===== config.mk =====
export PLATFORM = sky130hd
export DESIGN_NAME = source_token_scanner
export DESIGN_NICKNAME = d
export VERILOG_FILES = /design/src/hdl/stsc_pkg.sv /design/src/hdl/stsc_lexer.sv /design/src/hdl/stsc_res_queue.sv /design/src/hdl/source_token_scanner.sv
export SDC_FILE = /design/constraint.sdc
export NUM_CORES = 1
export LEC_CHECK = 0
export ABC_AREA = 0
export BUFFER_PORTS_ARGS = -buffer_cell sky130_fd_sc_hd__buf_2
export CORE_ASPECT_RATIO = 1.75
export CORE_MARGIN = 2
export CORE_UTILIZATION = 40
export CTS_CLUSTER_SIZE = 40
export DETAILED_ROUTE_END_ITERATION = 8
export PLACE_DENSITY_LB_ADDON = 0.08
export SYNTH_ARGS = -nofsm -noshare
export SYNTH_HDL_FRONTEND = slang
export SYNTH_SLANG_ARGS = --single-unit
export TNS_END_PERCENT = 100

===== constraint.sdc =====
create_clock -name clk -period 14.4 [get_ports clk]
set_clock_uncertainty 0.2 [all_clocks]
set_input_delay 3.6 -clock clk [delete_from_list [all_inputs] [get_ports clk]]
set_output_delay 3.6 -clock clk [all_outputs]
set_load 0.05 [all_outputs]

===== src/hdl/stsc_pkg.sv =====
// ----------------------------------------------------------------------------
// stsc_pkg: shared types and constants of the source token scanner
// Token kinds, scan modes, result records and the keyword lookup.
// ----------------------------------------------------------------------------
`default_nettype none

package stsc_pkg;

	// output field widths
	localparam int KIND_W = 5;
	localparam int OFF_W  = 20;
	localparam int LEN_W  = 20;
	localparam int LINE_W = 16;

	// result queue depth (holds two results of one byte plus slack)
	localparam int QDEPTH = 4;
	localparam int QPTR_W = 2;
	localparam int QCNT_W = 3;

	// scan modes
	localparam logic [2:0] MODE_IDLE  = 3'd0;
	localparam logic [2:0] MODE_WORD  = 3'd1;
	localparam logic [2:0] MODE_STR   = 3'd2;
	localparam logic [2:0] MODE_SLASH = 3'd3;
	localparam logic [2:0] MODE_NOTE  = 3'd4;
	localparam logic [2:0] MODE_BAR   = 3'd5;
	localparam logic [2:0] MODE_AMP   = 3'd6;
	localparam logic [2:0] MODE_BANG  = 3'd7;

	// token kinds
	localparam logic [KIND_W-1:0] K_IDENT    = 5'd0;
	localparam logic [KIND_W-1:0] K_NUMBER   = 5'd1;
	localparam logic [KIND_W-1:0] K_STRING   = 5'd2;
	localparam logic [KIND_W-1:0] K_KEYWORD0 = 5'd3;
	localparam logic [KIND_W-1:0] K_LPAREN   = 5'd10;
	localparam logic [KIND_W-1:0] K_RPAREN   = 5'd11;
	localparam logic [KIND_W-1:0] K_LBRACE   = 5'd12;
	localparam logic [KIND_W-1:0] K_RBRACE   = 5'd13;
	localparam logic [KIND_W-1:0] K_SEMI     = 5'd14;
	localparam logic [KIND_W-1:0] K_ASSIGN   = 5'd15;
	localparam logic [KIND_W-1:0] K_LESS     = 5'd16;
	localparam logic [KIND_W-1:0] K_GREATER  = 5'd17;
	localparam logic [KIND_W-1:0] K_PLUS     = 5'd18;
	localparam logic [KIND_W-1:0] K_OR       = 5'd19;
	localparam logic [KIND_W-1:0] K_AND      = 5'd20;
	localparam logic [KIND_W-1:0] K_BANG     = 5'd21;
	localparam logic [KIND_W-1:0] K_BANG_EQ  = 5'd22;
	localparam logic [KIND_W-1:0] K_EOF      = 5'd23;
	localparam logic [KIND_W-1:0] K_BAD_CHAR = 5'd24;
	localparam logic [KIND_W-1:0] K_UNTERM   = 5'd25;

	// character codes
	localparam logic [7:0] CH_NUL    = 8'h00;
	localparam logic [7:0] CH_TAB    = 8'h09;
	localparam logic [7:0] CH_LF     = 8'h0A;
	localparam logic [7:0] CH_CR     = 8'h0D;
	localparam logic [7:0] CH_SPACE  = 8'h20;
	localparam logic [7:0] CH_BANG   = 8'h21;
	localparam logic [7:0] CH_QUOTE  = 8'h22;
	localparam logic [7:0] CH_AMP    = 8'h26;
	localparam logic [7:0] CH_LPAREN = 8'h28;
	localparam logic [7:0] CH_RPAREN = 8'h29;
	localparam logic [7:0] CH_PLUS   = 8'h2B;
	localparam logic [7:0] CH_SLASH  = 8'h2F;
	localparam logic [7:0] CH_SEMI   = 8'h3B;
	localparam logic [7:0] CH_LESS   = 8'h3C;
	localparam logic [7:0] CH_EQUAL  = 8'h3D;
	localparam logic [7:0] CH_GREAT  = 8'h3E;
	localparam logic [7:0] CH_LBRACE = 8'h7B;
	localparam logic [7:0] CH_BAR    = 8'h7C;
	localparam logic [7:0] CH_RBRACE = 8'h7D;

	// keyword spellings, first letter in element 0, zero padded
	localparam int PFX_N = 5;
	localparam int KW_N  = 7;
	localparam logic [0:PFX_N-1][7:0] KW_TEXT [KW_N] = '{
		"while",
		{"else", 8'h00},
		{"if", 24'h000000},
		{"var", 16'h0000},
		"print",
		{"true", 8'h00},
		"false"
	};
	localparam logic [2:0] KW_LEN [KW_N] = '{3'd5, 3'd4, 3'd2, 3'd3, 3'd5, 3'd4, 3'd5};

	// one result record
	typedef struct packed {
		logic [KIND_W-1:0] kind;
		logic [OFF_W-1:0]  offset;
		logic [LEN_W-1:0]  length;
		logic [LINE_W-1:0] line;
		logic              last;
	} res_t;

	// up to two results of one byte, packed to the front
	typedef struct packed {
		logic v_first;
		logic v_second;
		res_t first;
		res_t second;
	} lex_out_t;

	// classify a finished letter run: keyword when the whole run matches
	function automatic logic [KIND_W-1:0] word_kind(
		input logic [0:PFX_N-1][7:0] pfx,
		input logic [2:0]            len
	);
		logic [KIND_W-1:0] k;
		logic              hit;
		k = K_IDENT;
		for (int w = KW_N - 1; w >= 0; w--) begin
			hit = (len == KW_LEN[w]);
			for (int i = 0; i < PFX_N; i++) begin
				if ((3'(i) < KW_LEN[w]) && (pfx[i] != KW_TEXT[w][i])) begin
					hit = 1'b0;
				end
			end
			if (hit) begin
				k = KIND_W'(K_KEYWORD0 + 5'(w));
			end
		end
		return k;
	endfunction

	// kind of a one-character operator, K_IDENT when the byte is none
	function automatic logic [KIND_W-1:0] single_op(input logic [7:0] c);
		logic [KIND_W-1:0] k;
		case (c)
			CH_LPAREN: k = K_LPAREN;
			CH_RPAREN: k = K_RPAREN;
			CH_LBRACE: k = K_LBRACE;
			CH_RBRACE: k = K_RBRACE;
			CH_SEMI:   k = K_SEMI;
			CH_EQUAL:  k = K_ASSIGN;
			CH_LESS:   k = K_LESS;
			CH_GREAT:  k = K_GREATER;
			CH_PLUS:   k = K_PLUS;
			default:   k = K_IDENT;
		endcase
		return k;
	endfunction

endpackage

`default_nettype wire


===== src/hdl/stsc_lexer.sv =====
// ----------------------------------------------------------------------------
// stsc_lexer: scanner state and per-byte token logic
// Holds the scan state and resolves one registered byte per step into up
// to two finished tokens.
// ----------------------------------------------------------------------------
`default_nettype none

module stsc_lexer #(
	parameter int POS_BITS  = 20,
	parameter int LINE_BITS = 16
) (
	input  wire logic              clk,
	input  wire logic              arst_n,
	input  wire logic              step,
	input  wire logic [7:0]        char_in,
	output stsc_pkg::lex_out_t     lex
);

	localparam logic [POS_BITS-1:0]  POS_MAX  = '1;
	localparam logic [LINE_BITS-1:0] LINE_MAX = '1;

	// scan state
	logic [2:0]                           mode_q, mode_d;
	logic [POS_BITS-1:0]                  pos_q, pos_d;
	logic [POS_BITS-1:0]                  begin_q, begin_d;
	logic [LINE_BITS-1:0]                 line_q, line_d;
	logic [0:stsc_pkg::PFX_N-1][7:0]      pfx_q, pfx_d;
	logic [2:0]                           ilen_q, ilen_d;
	logic                                 ended_q, ended_d;

	// raw results before width fitting
	logic                       v0, v1, rescan, is_letter;
	logic [stsc_pkg::KIND_W-1:0] k0, k1, op;
	logic [POS_BITS-1:0]        off0, len0, off1, len1, end_pos;
	logic [stsc_pkg::OFF_W+POS_BITS-1:0]   off0_x, len0_x, off1_x, len1_x;
	logic [stsc_pkg::LINE_W+LINE_BITS-1:0] line_x;
	stsc_pkg::res_t             r0, r1;

	assign is_letter = char_in inside {[8'h41:8'h5A], [8'h61:8'h7A]};
	assign op        = stsc_pkg::single_op(char_in);
	assign end_pos   = (pos_q == POS_MAX) ? pos_q : pos_q + 1'b1;

	// resolve a pending token, then rescan the byte from idle when it does not belong to that token
	always_comb begin
		mode_d  = mode_q;
		begin_d = begin_q;
		line_d  = line_q;
		pfx_d   = pfx_q;
		ilen_d  = ilen_q;
		ended_d = ended_q;
		pos_d   = end_pos;
		rescan  = 1'b0;
		v0      = 1'b0;
		v1      = 1'b0;
		k0      = stsc_pkg::K_IDENT;
		k1      = stsc_pkg::K_IDENT;
		off0    = begin_q;
		len0    = '0;
		off1    = pos_q;
		len1    = '0;

		case (mode_q)
			stsc_pkg::MODE_WORD: begin
				if (is_letter) begin
					if (ilen_q < 3'd5) begin
						pfx_d[ilen_q] = char_in;
					end
					if (ilen_q != 3'd7) begin
						ilen_d = ilen_q + 3'd1;
					end
				end else begin
					v0     = 1'b1;
					k0     = stsc_pkg::word_kind(pfx_q, ilen_q);
					len0   = pos_q - begin_q;
					mode_d = stsc_pkg::MODE_IDLE;
					rescan = 1'b1;
				end
			end
			stsc_pkg::MODE_STR: begin
				if (char_in == stsc_pkg::CH_QUOTE) begin
					v0     = 1'b1;
					k0     = stsc_pkg::K_STRING;
					len0   = end_pos - begin_q;
					mode_d = stsc_pkg::MODE_IDLE;
				end else if (char_in == stsc_pkg::CH_NUL) begin
					v0     = 1'b1;
					k0     = stsc_pkg::K_UNTERM;
					mode_d = stsc_pkg::MODE_IDLE;
					rescan = 1'b1;
				end else if (char_in == stsc_pkg::CH_LF) begin
					line_d = (line_q == LINE_MAX) ? line_q : line_q + 1'b1;
				end
			end
			stsc_pkg::MODE_SLASH: begin
				if (char_in == stsc_pkg::CH_SLASH) begin
					mode_d = stsc_pkg::MODE_NOTE;
				end else begin
					v0     = 1'b1;
					k0     = stsc_pkg::K_BAD_CHAR;
					mode_d = stsc_pkg::MODE_IDLE;
					rescan = 1'b1;
				end
			end
			stsc_pkg::MODE_NOTE: begin
				if (char_in == stsc_pkg::CH_LF) begin
					line_d = (line_q == LINE_MAX) ? line_q : line_q + 1'b1;
					mode_d = stsc_pkg::MODE_IDLE;
				end else if (char_in == stsc_pkg::CH_NUL) begin
					mode_d = stsc_pkg::MODE_IDLE;
					rescan = 1'b1;
				end
			end
			stsc_pkg::MODE_BAR, stsc_pkg::MODE_AMP: begin
				v0     = 1'b1;
				mode_d = stsc_pkg::MODE_IDLE;
				if ((mode_q == stsc_pkg::MODE_BAR && char_in == stsc_pkg::CH_BAR) ||
				    (mode_q == stsc_pkg::MODE_AMP && char_in == stsc_pkg::CH_AMP)) begin
					k0   = (mode_q == stsc_pkg::MODE_BAR) ? stsc_pkg::K_OR : stsc_pkg::K_AND;
					len0 = end_pos - begin_q;
				end else begin
					k0     = stsc_pkg::K_BAD_CHAR;
					rescan = 1'b1;
				end
			end
			stsc_pkg::MODE_BANG: begin
				v0     = 1'b1;
				mode_d = stsc_pkg::MODE_IDLE;
				if (char_in == stsc_pkg::CH_EQUAL) begin
					k0   = stsc_pkg::K_BANG_EQ;
					len0 = end_pos - begin_q;
				end else begin
					k0     = stsc_pkg::K_BANG;
					len0   = pos_q - begin_q;
					rescan = 1'b1;
				end
			end
			default: begin
				mode_d = stsc_pkg::MODE_IDLE;
				rescan = 1'b1;
			end
		endcase

		// fresh scan of the byte with no token pending
		if (rescan) begin
			if (char_in == stsc_pkg::CH_NUL) begin
				v1      = 1'b1;
				k1      = stsc_pkg::K_EOF;
				ended_d = 1'b1;
			end else if (char_in == stsc_pkg::CH_SPACE || char_in == stsc_pkg::CH_CR ||
			             char_in == stsc_pkg::CH_TAB) begin
				v1 = 1'b0;
			end else if (char_in == stsc_pkg::CH_LF) begin
				line_d = (line_q == LINE_MAX) ? line_q : line_q + 1'b1;
			end else if (is_letter) begin
				begin_d  = pos_q;
				mode_d   = stsc_pkg::MODE_WORD;
				pfx_d[0] = char_in;
				ilen_d   = 3'd1;
			end else if (char_in inside {[8'h30:8'h39]}) begin
				v1   = 1'b1;
				k1   = stsc_pkg::K_NUMBER;
				len1 = end_pos - pos_q;
			end else if (op != stsc_pkg::K_IDENT) begin
				v1   = 1'b1;
				k1   = op;
				len1 = end_pos - pos_q;
			end else if (char_in == stsc_pkg::CH_QUOTE) begin
				begin_d = pos_q;
				mode_d  = stsc_pkg::MODE_STR;
			end else if (char_in == stsc_pkg::CH_SLASH) begin
				begin_d = pos_q;
				mode_d  = stsc_pkg::MODE_SLASH;
			end else if (char_in == stsc_pkg::CH_BAR) begin
				begin_d = pos_q;
				mode_d  = stsc_pkg::MODE_BAR;
			end else if (char_in == stsc_pkg::CH_AMP) begin
				begin_d = pos_q;
				mode_d  = stsc_pkg::MODE_AMP;
			end else if (char_in == stsc_pkg::CH_BANG) begin
				begin_d = pos_q;
				mode_d  = stsc_pkg::MODE_BANG;
			end else begin
				v1 = 1'b1;
				k1 = stsc_pkg::K_BAD_CHAR;
			end
		end
	end

	// fit positions and line count to the output field widths
	assign off0_x = {{stsc_pkg::OFF_W{1'b0}}, off0};
	assign len0_x = {{stsc_pkg::OFF_W{1'b0}}, len0};
	assign off1_x = {{stsc_pkg::OFF_W{1'b0}}, off1};
	assign len1_x = {{stsc_pkg::OFF_W{1'b0}}, len1};
	assign line_x = {{stsc_pkg::LINE_W{1'b0}}, line_q};

	always_comb begin
		r0.kind   = k0;
		r0.offset = off0_x[stsc_pkg::OFF_W-1:0];
		r0.length = len0_x[stsc_pkg::LEN_W-1:0];
		r0.line   = line_x[stsc_pkg::LINE_W-1:0];
		r0.last   = !v1;
		r1.kind   = k1;
		r1.offset = off1_x[stsc_pkg::OFF_W-1:0];
		r1.length = len1_x[stsc_pkg::LEN_W-1:0];
		r1.line   = line_x[stsc_pkg::LINE_W-1:0];
		r1.last   = 1'b1;
	end

	// pack the results to the front; nothing once the source has ended
	always_comb begin
		lex.v_first  = step && !ended_q && (v0 || v1);
		lex.v_second = step && !ended_q && v0 && v1;
		lex.first    = v0 ? r0 : r1;
		lex.second   = r1;
	end

	// advance the scan state on each byte before end of source
	always_ff @(posedge clk or negedge arst_n) begin
		if (!arst_n) begin
			mode_q  <= stsc_pkg::MODE_IDLE;
			pos_q   <= '0;
			begin_q <= '0;
			line_q  <= {{(LINE_BITS-1){1'b0}}, 1'b1};
			ilen_q  <= 3'd0;
			ended_q <= 1'b0;
		end else if (step && !ended_q) begin
			mode_q  <= mode_d;
			pos_q   <= pos_d;
			begin_q <= begin_d;
			line_q  <= line_d;
			ilen_q  <= ilen_d;
			ended_q <= ended_d;
		end
	end

	// letter-run prefix is payload only
	always_ff @(posedge clk) begin
		if (step && !ended_q) begin
			pfx_q <= pfx_d;
		end
	end

	// no token once the source has ended
	assert property (@(posedge clk) disable iff (!arst_n)
		ended_q |-> !lex.v_first)
		else $error("token produced after end of source");

	// the line count never drops to zero
	assert property (@(posedge clk) disable iff (!arst_n)
		line_q != '0)
		else $error("line count reached zero");

	// end of source freezes the read position
	assert property (@(posedge clk) disable iff (!arst_n)
		ended_q |=> $stable(pos_q))
		else $error("read position moved after end of source");

endmodule

`default_nettype wire


===== src/hdl/stsc_res_queue.sv =====
// ----------------------------------------------------------------------------
// stsc_res_queue: result queue of the source token scanner
// Small register queue that takes up to two results per cycle and hands
// out one per transfer on the token channel.
// ----------------------------------------------------------------------------
`default_nettype none

module stsc_res_queue (
	input  wire logic                clk,
	input  wire logic                arst_n,
	input  wire stsc_pkg::lex_out_t  lex,
	output logic                     room,
	output logic                     tok_valid,
	input  wire logic                tok_ready,
	output stsc_pkg::res_t           head
);

	stsc_pkg::res_t                  mem_q [stsc_pkg::QDEPTH];
	logic [stsc_pkg::QPTR_W-1:0]     wr_q, rd_q;
	logic [stsc_pkg::QCNT_W-1:0]     count_q;
	logic                            pop;
	logic [stsc_pkg::QCNT_W-1:0]     push_n;

	assign tok_valid = (count_q != '0);
	assign head      = mem_q[rd_q];
	assign pop       = tok_valid && tok_ready;
	assign push_n    = {{(stsc_pkg::QCNT_W-1){1'b0}}, lex.v_first} +
	                   {{(stsc_pkg::QCNT_W-1){1'b0}}, lex.v_second};

	// room for a full pair of results, counting a transfer this cycle
	assign room = (count_q <= stsc_pkg::QCNT_W'(stsc_pkg::QDEPTH - 2)) ||
	              ((count_q == stsc_pkg::QCNT_W'(stsc_pkg::QDEPTH - 1)) && pop);

	// write incoming results in order
	always_ff @(posedge clk) begin
		if (lex.v_first) begin
			mem_q[wr_q] <= lex.first;
		end
		if (lex.v_second) begin
			mem_q[wr_q + 1'b1] <= lex.second;
		end
	end

	// advance pointers and occupancy
	always_ff @(posedge clk or negedge arst_n) begin
		if (!arst_n) begin
			wr_q    <= '0;
			rd_q    <= '0;
			count_q <= '0;
		end else begin
			wr_q    <= wr_q + push_n[stsc_pkg::QPTR_W-1:0];
			rd_q    <= rd_q + {{(stsc_pkg::QPTR_W-1){1'b0}}, pop};
			count_q <= count_q + push_n - {{(stsc_pkg::QCNT_W-1){1'b0}}, pop};
		end
	end

	// occupancy stays within the queue
	assert property (@(posedge clk) disable iff (!arst_n)
		count_q <= stsc_pkg::QCNT_W'(stsc_pkg::QDEPTH))
		else $error("result queue overflow");

	// a second result only comes with a first
	assert property (@(posedge clk) disable iff (!arst_n)
		lex.v_second |-> lex.v_first)
		else $error("second result without first");

	// hold a waiting token steady until its transfer
	assert property (@(posedge clk) disable iff (!arst_n)
		tok_valid && !tok_ready |=> tok_valid && $stable(head))
		else $error("waiting token changed");

endmodule

`default_nettype wire


===== src/hdl/source_token_scanner.sv =====
// ----------------------------------------------------------------------------
// source_token_scanner: streaming lexer top level
// Takes one source byte per transfer and returns finished tokens.
// ----------------------------------------------------------------------------
// Source channel: char_code with src_valid / src_ready; byte 0 ends the
// source, and every byte after it is taken and dropped until reset.
// Token channel: token_kind, token_offset, token_length, token_line and
// last_of_run with tok_valid / tok_ready; last_of_run marks the final
// token caused by one source byte.
// Path: a token passes the input register and then the result queue before
// it is offered on the token channel.
// Throughput: one byte per cycle while the result queue has room; a byte that
// closes a pending token and starts another yields two tokens, and the token
// channel moves one per cycle, so the token channel sets the sustained rate.
// Reset: clears the scan state, read position 0, line count 1, queue empty.
// Stall: while tok_ready is low the four-entry result queue fills; once it
// cannot take two more results the input register holds its byte and
// src_ready drops. No token is lost or repeated.
// ----------------------------------------------------------------------------
`default_nettype none

module source_token_scanner #(
	parameter int POS_BITS  = 20,
	parameter int LINE_BITS = 16
) (
	input  wire logic                          clk,
	input  wire logic                          arst_n,
	input  wire logic                          src_valid,
	output logic                               src_ready,
	input  wire logic [7:0]                    char_code,
	output logic                               tok_valid,
	input  wire logic                          tok_ready,
	output logic [stsc_pkg::KIND_W-1:0]        token_kind,
	output logic [stsc_pkg::OFF_W-1:0]         token_offset,
	output logic [stsc_pkg::LEN_W-1:0]         token_length,
	output logic [stsc_pkg::LINE_W-1:0]        token_line,
	output logic                               last_of_run
);

	logic               valid_s1;
	logic [7:0]         char_s1;
	logic               step;
	logic               room;
	stsc_pkg::lex_out_t lex;
	stsc_pkg::res_t     head;

	// process the registered byte when the queue can take its results
	assign step      = valid_s1 && room;
	assign src_ready = !valid_s1 || step;

	// input register
	always_ff @(posedge clk or negedge arst_n) begin
		if (!arst_n) begin
			valid_s1 <= 1'b0;
		end else if (src_ready) begin
			valid_s1 <= src_valid;
		end
	end

	always_ff @(posedge clk) begin
		if (src_ready && src_valid) begin
			char_s1 <= char_code;
		end
	end

	stsc_lexer #(
		.POS_BITS  (POS_BITS),
		.LINE_BITS (LINE_BITS)
	) u_lexer (
		.clk     (clk),
		.arst_n  (arst_n),
		.step    (step),
		.char_in (char_s1),
		.lex     (lex)
	);

	stsc_res_queue u_queue (
		.clk       (clk),
		.arst_n    (arst_n),
		.lex       (lex),
		.room      (room),
		.tok_valid (tok_valid),
		.tok_ready (tok_ready),
		.head      (head)
	);

	assign token_kind   = head.kind;
	assign token_offset = head.offset;
	assign token_length = head.length;
	assign token_line   = head.line;
	assign last_of_run  = head.last;

endmodule

`default_nettype wire


======== Word level (Yosys, flattened, before mapping) ========
Memories as Yosys holds them, arrays and structs flattened.
Index checks and enable logic that the tools add are counted.
operators by class
  multiplexer cells ....................... 164
  $add $sub $neg .......................... 12
  magnitude comparators ................... 10
  bitwise logic cells ..................... 4
  reduce and logical (&&, ||, !) cells .... 33
  eq/ne operators ......................... 58
operators with widths
  cell                   count
  $mux 20                20
  $ne 8x7->1 const B     23
  $mux 16                8
  $mux 40                3
  $eq 8x6->1 const B     12
  $mux 5                 17
  $pmux 20 s4            1
  $mux 3                 26
  $mux 1                 66
  $mux 62                1
  $sub 20x20->20         3
  $mux 8                 6
  $pmux 5 s9             1
  $bwmux 40              1
  $pmux 16 s2            1
  $mux 4                 7
  $pmux 5 s5             1
  $demux 8 s3            1
  $eq 8x4->1 const B     3
  $eq 8x7->1 const B     3
  $add 20x1->20 const B  1
  $eq 20x20->1 const B   1
  $eq 3x3->1 const B     6
  $add 16x1->16 const B  1
  other kinds (39)       68
storage, ports and cells
  input port bits ......................... 12
  word-level logic and storage cells ...... 298
  output and inout bits ................... 64
  RAM bits ................................ 248
  memories ................................ 1
  bits in registers ....................... 119
memories
  memory         depth  width  read ports  clocked after memory_dff  write ports  RTL line              text
  u_queue.mem_q  4      62     1           0                         2            stsc_res_queue.sv:18  stsc_pkg::res_t mem_q [stsc_pkg::QDEPTH];

======== Longest topological paths before layout ========
Gate-level depths: netlist of the first run.
  word-level depth ........................ 18
  mapped depth ............................ 20
  mapped depth without buffers ............ 19

======== Modules after synthesis ========
Synthesis of the first run repeated with hierarchy kept, for this count alone.
second synthesis, totals
  cells, all modules ...................... 1727
  area, all modules ....................... 22320.2 µm²
by module, submodules not included
  module                sequential area each (µm²)  area an instance (µm²)  times used  cells an instance
  stsc_res_queue        7622.3                      12966.2                 1           641
  stsc_lexer            2778.9                      9053.7                  1           1073
  source_token_scanner  265.3                       300.3                   1           13

======== Worst setup path before layout of the first run ========
No wires, ideal clock.
  kind .................................... in2out
  from .................................... input port tok_ready
  to ...................................... output port src_ready
  stages .................................. 3
  arrival time ............................ 4303 ps
  setup slack ............................. 6297 ps
  path buffers ............................ 0
  data required time ...................... 10600 ps
  cells stage by stage .................... inv_1 > a31oi_1 > nand2b_1
between the ends
  word-level cells in the longest chain between the ends .. 5
ends and longest elaborated chain
  item               RTL line                    text
  from (decl)        source_token_scanner.sv:32  input wire logic tok_ready,
  $logic_and 1x1->1  stsc_res_queue.sv:26        assign pop = tok_valid && tok_ready;
  $logic_and 1x1->1  stsc_res_queue.sv:32        ((count_q == stsc_pkg::QCNT_W'(stsc_pkg::QDEPTH - 1)) && pop);
  $logic_or 1x1->1   stsc_res_queue.sv:31        assign room = (count_q <= stsc_pkg::QCNT_W'(stsc_pkg::QDEPTH - 2)) ||
  $logic_and 1x1->1  source_token_scanner.sv:48  assign step = valid_s1 && room;
  $logic_or 1x1->1   source_token_scanner.sv:49  assign src_ready = !valid_s1 || step;
  to (decl)          source_token_scanner.sv:29  output logic src_ready,
No other way between the ends.

======== Worst setup path in the final report of the first run ========
Same ends and word-level chain as after synthesis.

==> flow_summary.yaml, run 1 <==
global_route:
  grt-ovfl-total: 0
  grtUsageMet2_pct: 47.0
  grt_util_met1_pct: 24.9
  grt_max_degree: 69
  grt_pass1_vias: 15400
  grt_pass1_wl_mm: 95.4
  met3_usage_pct: 2.31
  busiest_layer: "met2"
  grt_usage_pct: 24.2
  antenna_found_initial: 0
sta:
  finalSetupViolCount: 0
  hold_viol_final: 0
  fin_crit_sh_pct: 56.9
  max_freq_mhz: 122
  fin_crit_ns: 8.20
  worst_slew_pin_slew_ns: 1.36
  slew_headroom_pct: 9.56
  rsz0062_at_grt: "no"
  slew_viol_final: 0
  setup_tns_ns: 0
logic_synthesis:
  syn_nets: 1827
  ys_async_sr_fraction_pct: 19.3
  synth_seq_cells: 367
  synthMuxAreaShare_pct: 7.69
  yosysSeqAreaShare_pct: 52.1
  synth_fa_ha_area_share_pct: 4.62
  netlist_area_um2: 20400
  synth-compound-area-share_pct: 14.8
  synth_cell_types: 96
  synth_edf_count: 292
  synth_flop_cell: "edfxtp_1"
  postSynthCellCount: 1742
  synth_warnings: 0
  synth_top_family_by_area: "compound AO/OA/AOI/OAI gates"
  synthSimpleGateAreaFrac_pct: 13.6
  syn_avg_cell_area_um2: 11.7
  synth_xor_xnor_area_share_pct: 3.82
layout:
  mostFrequentLayoutCells: "edfxtp_1 (292), nand2_1 (154), o22ai_1 (103)"
  nets: 1871
  antennaDiodeCount: 0
  drive_gt1_share_pct: 15.3
  fill_cells: 4751
  area_delta_synth_final_pct: 10.8
  multiInputGateArea_um2: 9130
  seqCellArea_um2: 10600
  final_common_cell: "edfxtp_1"
floorplan:
  ios: 76
  die_y_um: 303
  core_area_um2: 50500
  start_util_pct: 40.5
  dieArea_um2: 52900
  die_w_um: 175
  num_rows: 109
hold_path:
  hold_end: "u_queue.mem_q[0][0]$_SDFFE_PP1P_"
  min_from: "u_queue.mem_q[0][0]$_SDFFE_PP1P_"
  worstHoldPathCells: 1
  hold_path_class: "reg -> reg"
route:
  drc_errors: 0
  vias: 14900
  wl_per_cell_um: 25.7
  ant_nets: 0
  totalWireLength_mm: 63.8
  viasPerCell: 6.01
  first_iter_violations: 1037
  drtPass1Iterations: 5
setup_path:
  critical_path.top_delay_family: "buffers and inverters"
  r2r_start: "u_lexer.off1[6]$_DFFE_PN0P_"
  cpMostUsedCell: "buf_2"
  cp-start-kind: "input port"
  cp_cell_sequence: "buf_2, inv_1, a31oi_1, nand2b_1, buf_2"
  cp_slowest_cell: "buf_2"
  worstPathMaxFanout: 3
  cp.required_ns: 10.60
  slowest_delay_ns: 0.27
  worstPathBufferInverterCount: 3
  cp-end-kind: "primary output"
  rr_endpoint: "u_queue.mem_q[1][29]$_DFFE_PP_"
  arrival_ns: 4.40
  worst-r2r-setup-slack_ns: 7.67
  reg2regPathDepth: 17
  critPathKind: "in -> out"
clocking:
  holdBufCountCts: 0
  clockBufferDepth: 3
  cts.clk_slew.worst_paths_ns: 0.06
  cts_root_buf: "clkbuf_16"
  clock-sinks: 367
  htreeDepth: 2
  cts_resized: 0
  cts_tree: "built"
  clock_latency_ns: 0.55
  cts_buffers: 37
  cts_setup_buffers: 0
pwr:
  power_mw: 5.18
  p_leak_nw: 7.98
  ir_drop_mv: 0.128
  powerDensity_nw_per_um2: 229
place:
  place.gp.congestion: 0.907
  dp_hpwl_mm: 44.0
  port_buffers: 75
outcome:
  status: "finished, final reports clean"
flow_run:
  drv_cap: 0
## worst register-to-register path: stages (launching register included)
cell and delay [ns]:
dfrtp_1 0.54, nand4_1 0.21, nor4_2 0.61, nand4_1 0.63
and3_1 0.47, and4_1 0.26, and3_1 0.25, xnor2_1 0.26
ha_1 0.34, a21o_1 0.19, o32ai_1 0.22, a21oi_1 0.14
a41oi_1 0.53, nand2b_1 0.10, a21oi_1 0.20, xnor2_1 0.10
a222oi_1 0.99, o22ai_1 0.21
## flip-flops by register name (all words and copies together), names as in the netlist, named ones only
register / cells
u_lexer.line_q: 16
u_lexer.pfx_q: 8
u_lexer.ended_q: 1
u_lexer.off1: 20
u_queue.mem_q: 248
u_lexer.begin_q: 20
u_lexer.ilen_q: 3
u_lexer.mode_q: 3
u_queue.rd_q: 2
u_queue.wr_q: 2
valid_s1: 1
u_queue.count_q: 3
char_s1: 8
## layer usage
metal / wire [µm] / up-vias
met4: 4050 / 0
met5: 0 / -
met1: 22200 / 7435
li1: - / 6786
met2: 35400 / 507
met3: 2200 / 173
## stage by stage
step / worst slack [ns] / hold WS [ns] / area [µm²] / utilization, % / cells
floorplan: 6.30 / 0.233 / 20400 / - / 1742
global placement: 6.21 / 0.255 / 21400 / 42.4 / 2413
detailed placement: 6.19 / 0.253 / 21400 / 42.4 / 2413
CTS: 6.19 / 0.269 / 22600 / 44.8 / 2481
global route: 6.13 / 0.309 / 22600 / 44.8 / 2481
finish: 6.20 / 0.265 / 22600 / 44.8 / 2481
## cell families after synthesis
logic type,Yosys count
and+or+nand+nor,524
xor gates and xnor gates,89
AOI/OAI and AO/OA,449
DFF,367
adders and majority gates,73
buffers and inverters,162
muxes,78
## Yosys cell counts (8+ instances only)
master	count	area share, %
o21ai_1	11	0.27
a31oi_1	10	0.31
nand4_1	22	0.67
o22ai_1	103	3.2
nand3_1	41	1.0
nor2b_1	10	0.31
o21ai_0	96	2.4
mux4_2	62	6.8
buf_2	27	0.66
nand2b_1	23	0.70
nor4_1	15	0.46
a21oi_1	50	1.2
dfrtp_1	70	8.6
ha_1	69	4.2
o2bb2ai_1	16	0.69
nor3_1	25	0.61
a22o_1	24	1.0
edfxtp_1	292	43
nor2_1	68	1.3
a21o_1	20	0.74
o21a_1	20	0.74
xnor2_1	70	3.0
inv_1	65	1.2
buf_1	9	0.17
or2_2	8	0.25
or3_1	12	0.37
and3_1	22	0.67
nand2_1	155	2.8
and2_1	74	2.3
xor2_1	19	0.82
mux2_2	10	0.55
clkbuf_1	48	0.88
## how the worst max path moves through the flow
stage,slack (ns),cells past startpoint,startpoint,to
after floorplan,6.30,3,tok_ready,src_ready
after CTS,6.19,5,tok_ready,src_ready
after global placement,6.21,5,tok_ready,src_ready
after global routing,6.13,5,tok_ready,src_ready
final,6.20,5,tok_ready,src_ready
after detailed placement,6.19,5,tok_ready,src_ready
## report_power, final
part | switching, mW | total, mW | leakage [nW] | internal [mW]
combinational | 1.78 | 2.65 | 3.79 | 0.866
sequential | 0.188 | 1.54 | 3.61 | 1.35
clock | 0.433 | 0.988 | 0.591 | 0.554
total | 2.40 | 5.18 | 7.98 | 2.78
## final cells by class
type / count / share of cell area (%)
clock buffer: 46 / 4.43
clock inverter: 22 / 0.918
inverter: 68 / 1.13
multi-input combinational: 1213 / 40.4
sequential: 367 / 47.0
tap: 666 / 3.68
timing repair buffer: 99 / 2.47
(Power assumes the default switching activity.)
==> run 2, diff against run 1 <==
==> constraint.sdc (replaced) <==
create_clock -name clk -period 6.65 [get_ports clk]
set_clock_uncertainty 0.2 [all_clocks]
set_input_delay 1.6625 -clock clk [delete_from_list [all_inputs] [get_ports clk]]
set_output_delay 1.6625 -clock clk [all_outputs]
set_load 0.05 [all_outputs]
==> flow_summary.yaml, run 2 (same netlist as run 1, synthesis figures left out) <==
pwr:
  ir_drop_mv: 0.283
  p_sw_share_pct: 46.7
  switchingPower_mw: 5.27
  intPower_mw: 6.02
  sequentialPowerShare_pct: 30.0
  powerDensity_nw_per_um2: 495
  combinationalPowerShare_pct: 51.4
  power_mw: 11.3
  clkPwrFrac_pct: 18.6
  p_leak_nw: 8.09
place:
  place.gp.congestion: 0.896
  port_buffers: 75
  dp_hpwl_mm: 47.3
clocking:
  holdBufCountCts: 0
  cts_resized: 0
  cts_setup_buffers: 0
  clock_latency_ns: 0.56
  cts_buffers: 38
  cts.clk_slew.worst_paths_ns: 0.07
  cts_tree: "built"
  clockBufferDepth: 3
  cts_root_buf: "clkbuf_16"
  clock-sinks: 367
  htreeDepth: 2
sta:
  fin_crit_ns: 5.47
  hold_viol_final: 0
  rsz0062_at_grt: "no"
  max_freq_mhz: 183
  fin_crit_sh_pct: 82.3
  worst_slew_pin_slew_ns: 1.11
  slew_headroom_pct: 25.7
  finalSetupViolCount: 0
  setup_tns_ns: 0
  slew_viol_final: 0
layout:
  largest_reg_flops: 248
  final_common_cell: "edfxtp_1"
  drive_gt1_share_pct: 16.2
  area_delta_synth_final_pct: 11.7
  top_register: "u_queue.mem_q"
  mostFrequentLayoutCells: "edfxtp_1 (292), nand2_1 (154), o22ai_1 (103)"
  antennaDiodeCount: 0
  nets: 1894
global_route:
  grt_usage_pct: 24.8
  grt_pass1_wl_mm: 96.9
  antenna_found_initial: 0
  grt_max_degree: 68
  grt-ovfl-total: 0
  grt_pass1_vias: 15400
floorplan:
  dieArea_um2: 52900
  start_util_pct: 40.5
  core_area_um2: 50500
  num_rows: 109
  die_y_um: 303
  die_w_um: 175
  ios: 76
flow_run:
  drv_cap: 0
setup_path:
  critPathKind: "reg -> reg"
  worstPathMaxFanout: 9
  r2r_start: "u_lexer.off1[6]$_DFFE_PN0P_"
  cp-end-kind: "flop"
  worst-r2r-setup-slack_ns: 1.18
  cp.required_ns: 6.74
  cp-start-kind: "flop"
  arrival_ns: 5.57
  cp-startpoint: "u_lexer.off1[6]$_DFFE_PN0P_"
route:
  vias: 14800
  totalWireLength_mm: 65.3
  drtPass1Iterations: 4
  wl_per_cell_um: 26.1
  ant_nets: 0
  first_iter_violations: 974
  drc_errors: 0
  viasPerCell: 5.90
hold_path:
  hold_path_class: "reg -> reg"
  min_from: "u_queue.mem_q[3][0]$_SDFFE_PP1N_"
outcome:
  status: "finished, final reports clean"
-- run 2: cell count changes in the layout (fill, tap and decap cells not counted), sizes merged --
cell / previous run / this run
bufinv: 3 / 2
clkinv: 16 / 11
buf: 99 / 121
clkbuf: 46 / 51
inv: 69 / 71
-- run 2: layout make-up --
| type | count | area (µm²) |
|---|---|---|
| Clock inverter | 18 | 184 |
| Timing Repair Buffer | 121 | 761 |
| Clock buffer | 51 | 1020 |
| Sequential cell | 367 | 10600 |
| Multi-Input combinational cell | 1213 | 9130 |
| Fill cell | 4801 | 27600 |
| Tap cell | 666 | 833 |
| Inverter | 68 | 255 |
-- run 2: worst paths after layout --
check                                                         to  cells past startpoint
min in group asynchronous            u_lexer.off1[1]$_DFFE_PN0P_                      1
max in group asynchronous              u_queue.rd_q[0]$_DFF_PN0_                      2
worst min-delay path            u_queue.mem_q[3][0]$_SDFFE_PP1N_                      1
worst max-delay path              u_queue.mem_q[0][35]$_DFFE_PP_                     20
worst max register to register    u_queue.mem_q[0][35]$_DFFE_PP_                     20
worst min register to register  u_queue.mem_q[3][0]$_SDFFE_PP1N_                      1
-- run 2: metrics by stage --
stage	worst slack, ns	utilization (%)	std cells	instance area, µm²	hold WS [ns]
floorplan	1.45	-	1742	20400	0.233
global placement	1.35	42.8	2435	21600	0.246
detailed placement	1.26	42.8	2435	21600	0.251
CTS	1.21	45.2	2504	22800	0.265
global route	0.845	45.2	2504	22800	0.292
finish	1.18	45.2	2504	22800	0.265
-- run 2: critical path: stages, from the launching register on --
cell and delay [ns]:
dfrtp_1 0.49, nand4_1 0.19, nor4_2 0.07, buf_4 0.16, nand4_1 0.10, and3_1 0.25, and4_1 0.27, and3_1 0.24
nor2b_1 0.33, nand3_1 0.15, xnor2_1 0.38, ha_1 0.35, and2_1 0.22, a221o_1 0.33, a21o_1 0.19, a21o_1 0.19
a221oi_1 0.39, o21ai_0 0.17, xor2_1 0.18, a31o_2 0.26, o2bb2ai_1 0.11
-- run 2: power by group through the flow --
stage	logic [mW]	registers, mW	clock network [mW]
2_1_floorplan	4.32	3.13	0
3_3_place_gp	5.80	3.43	0
3_5_place_dp	5.80	3.45	0
4_1_cts	5.82	3.40	2.16
5_1_grt	6.18	3.45	2.23
6_report	5.80	3.39	2.10
-- run 2: metal layers --
metal	routed length (µm)	up-vias	global-route usage (%)	part of all wire [%]
met5	0	-	0	0
met4	4530	0	15.4	6.9
met3	2220	180	2.14	3.4
met2	36500	429	49.2	56
met1	22000	7327	24.4	34
li1	-	6826	-	-
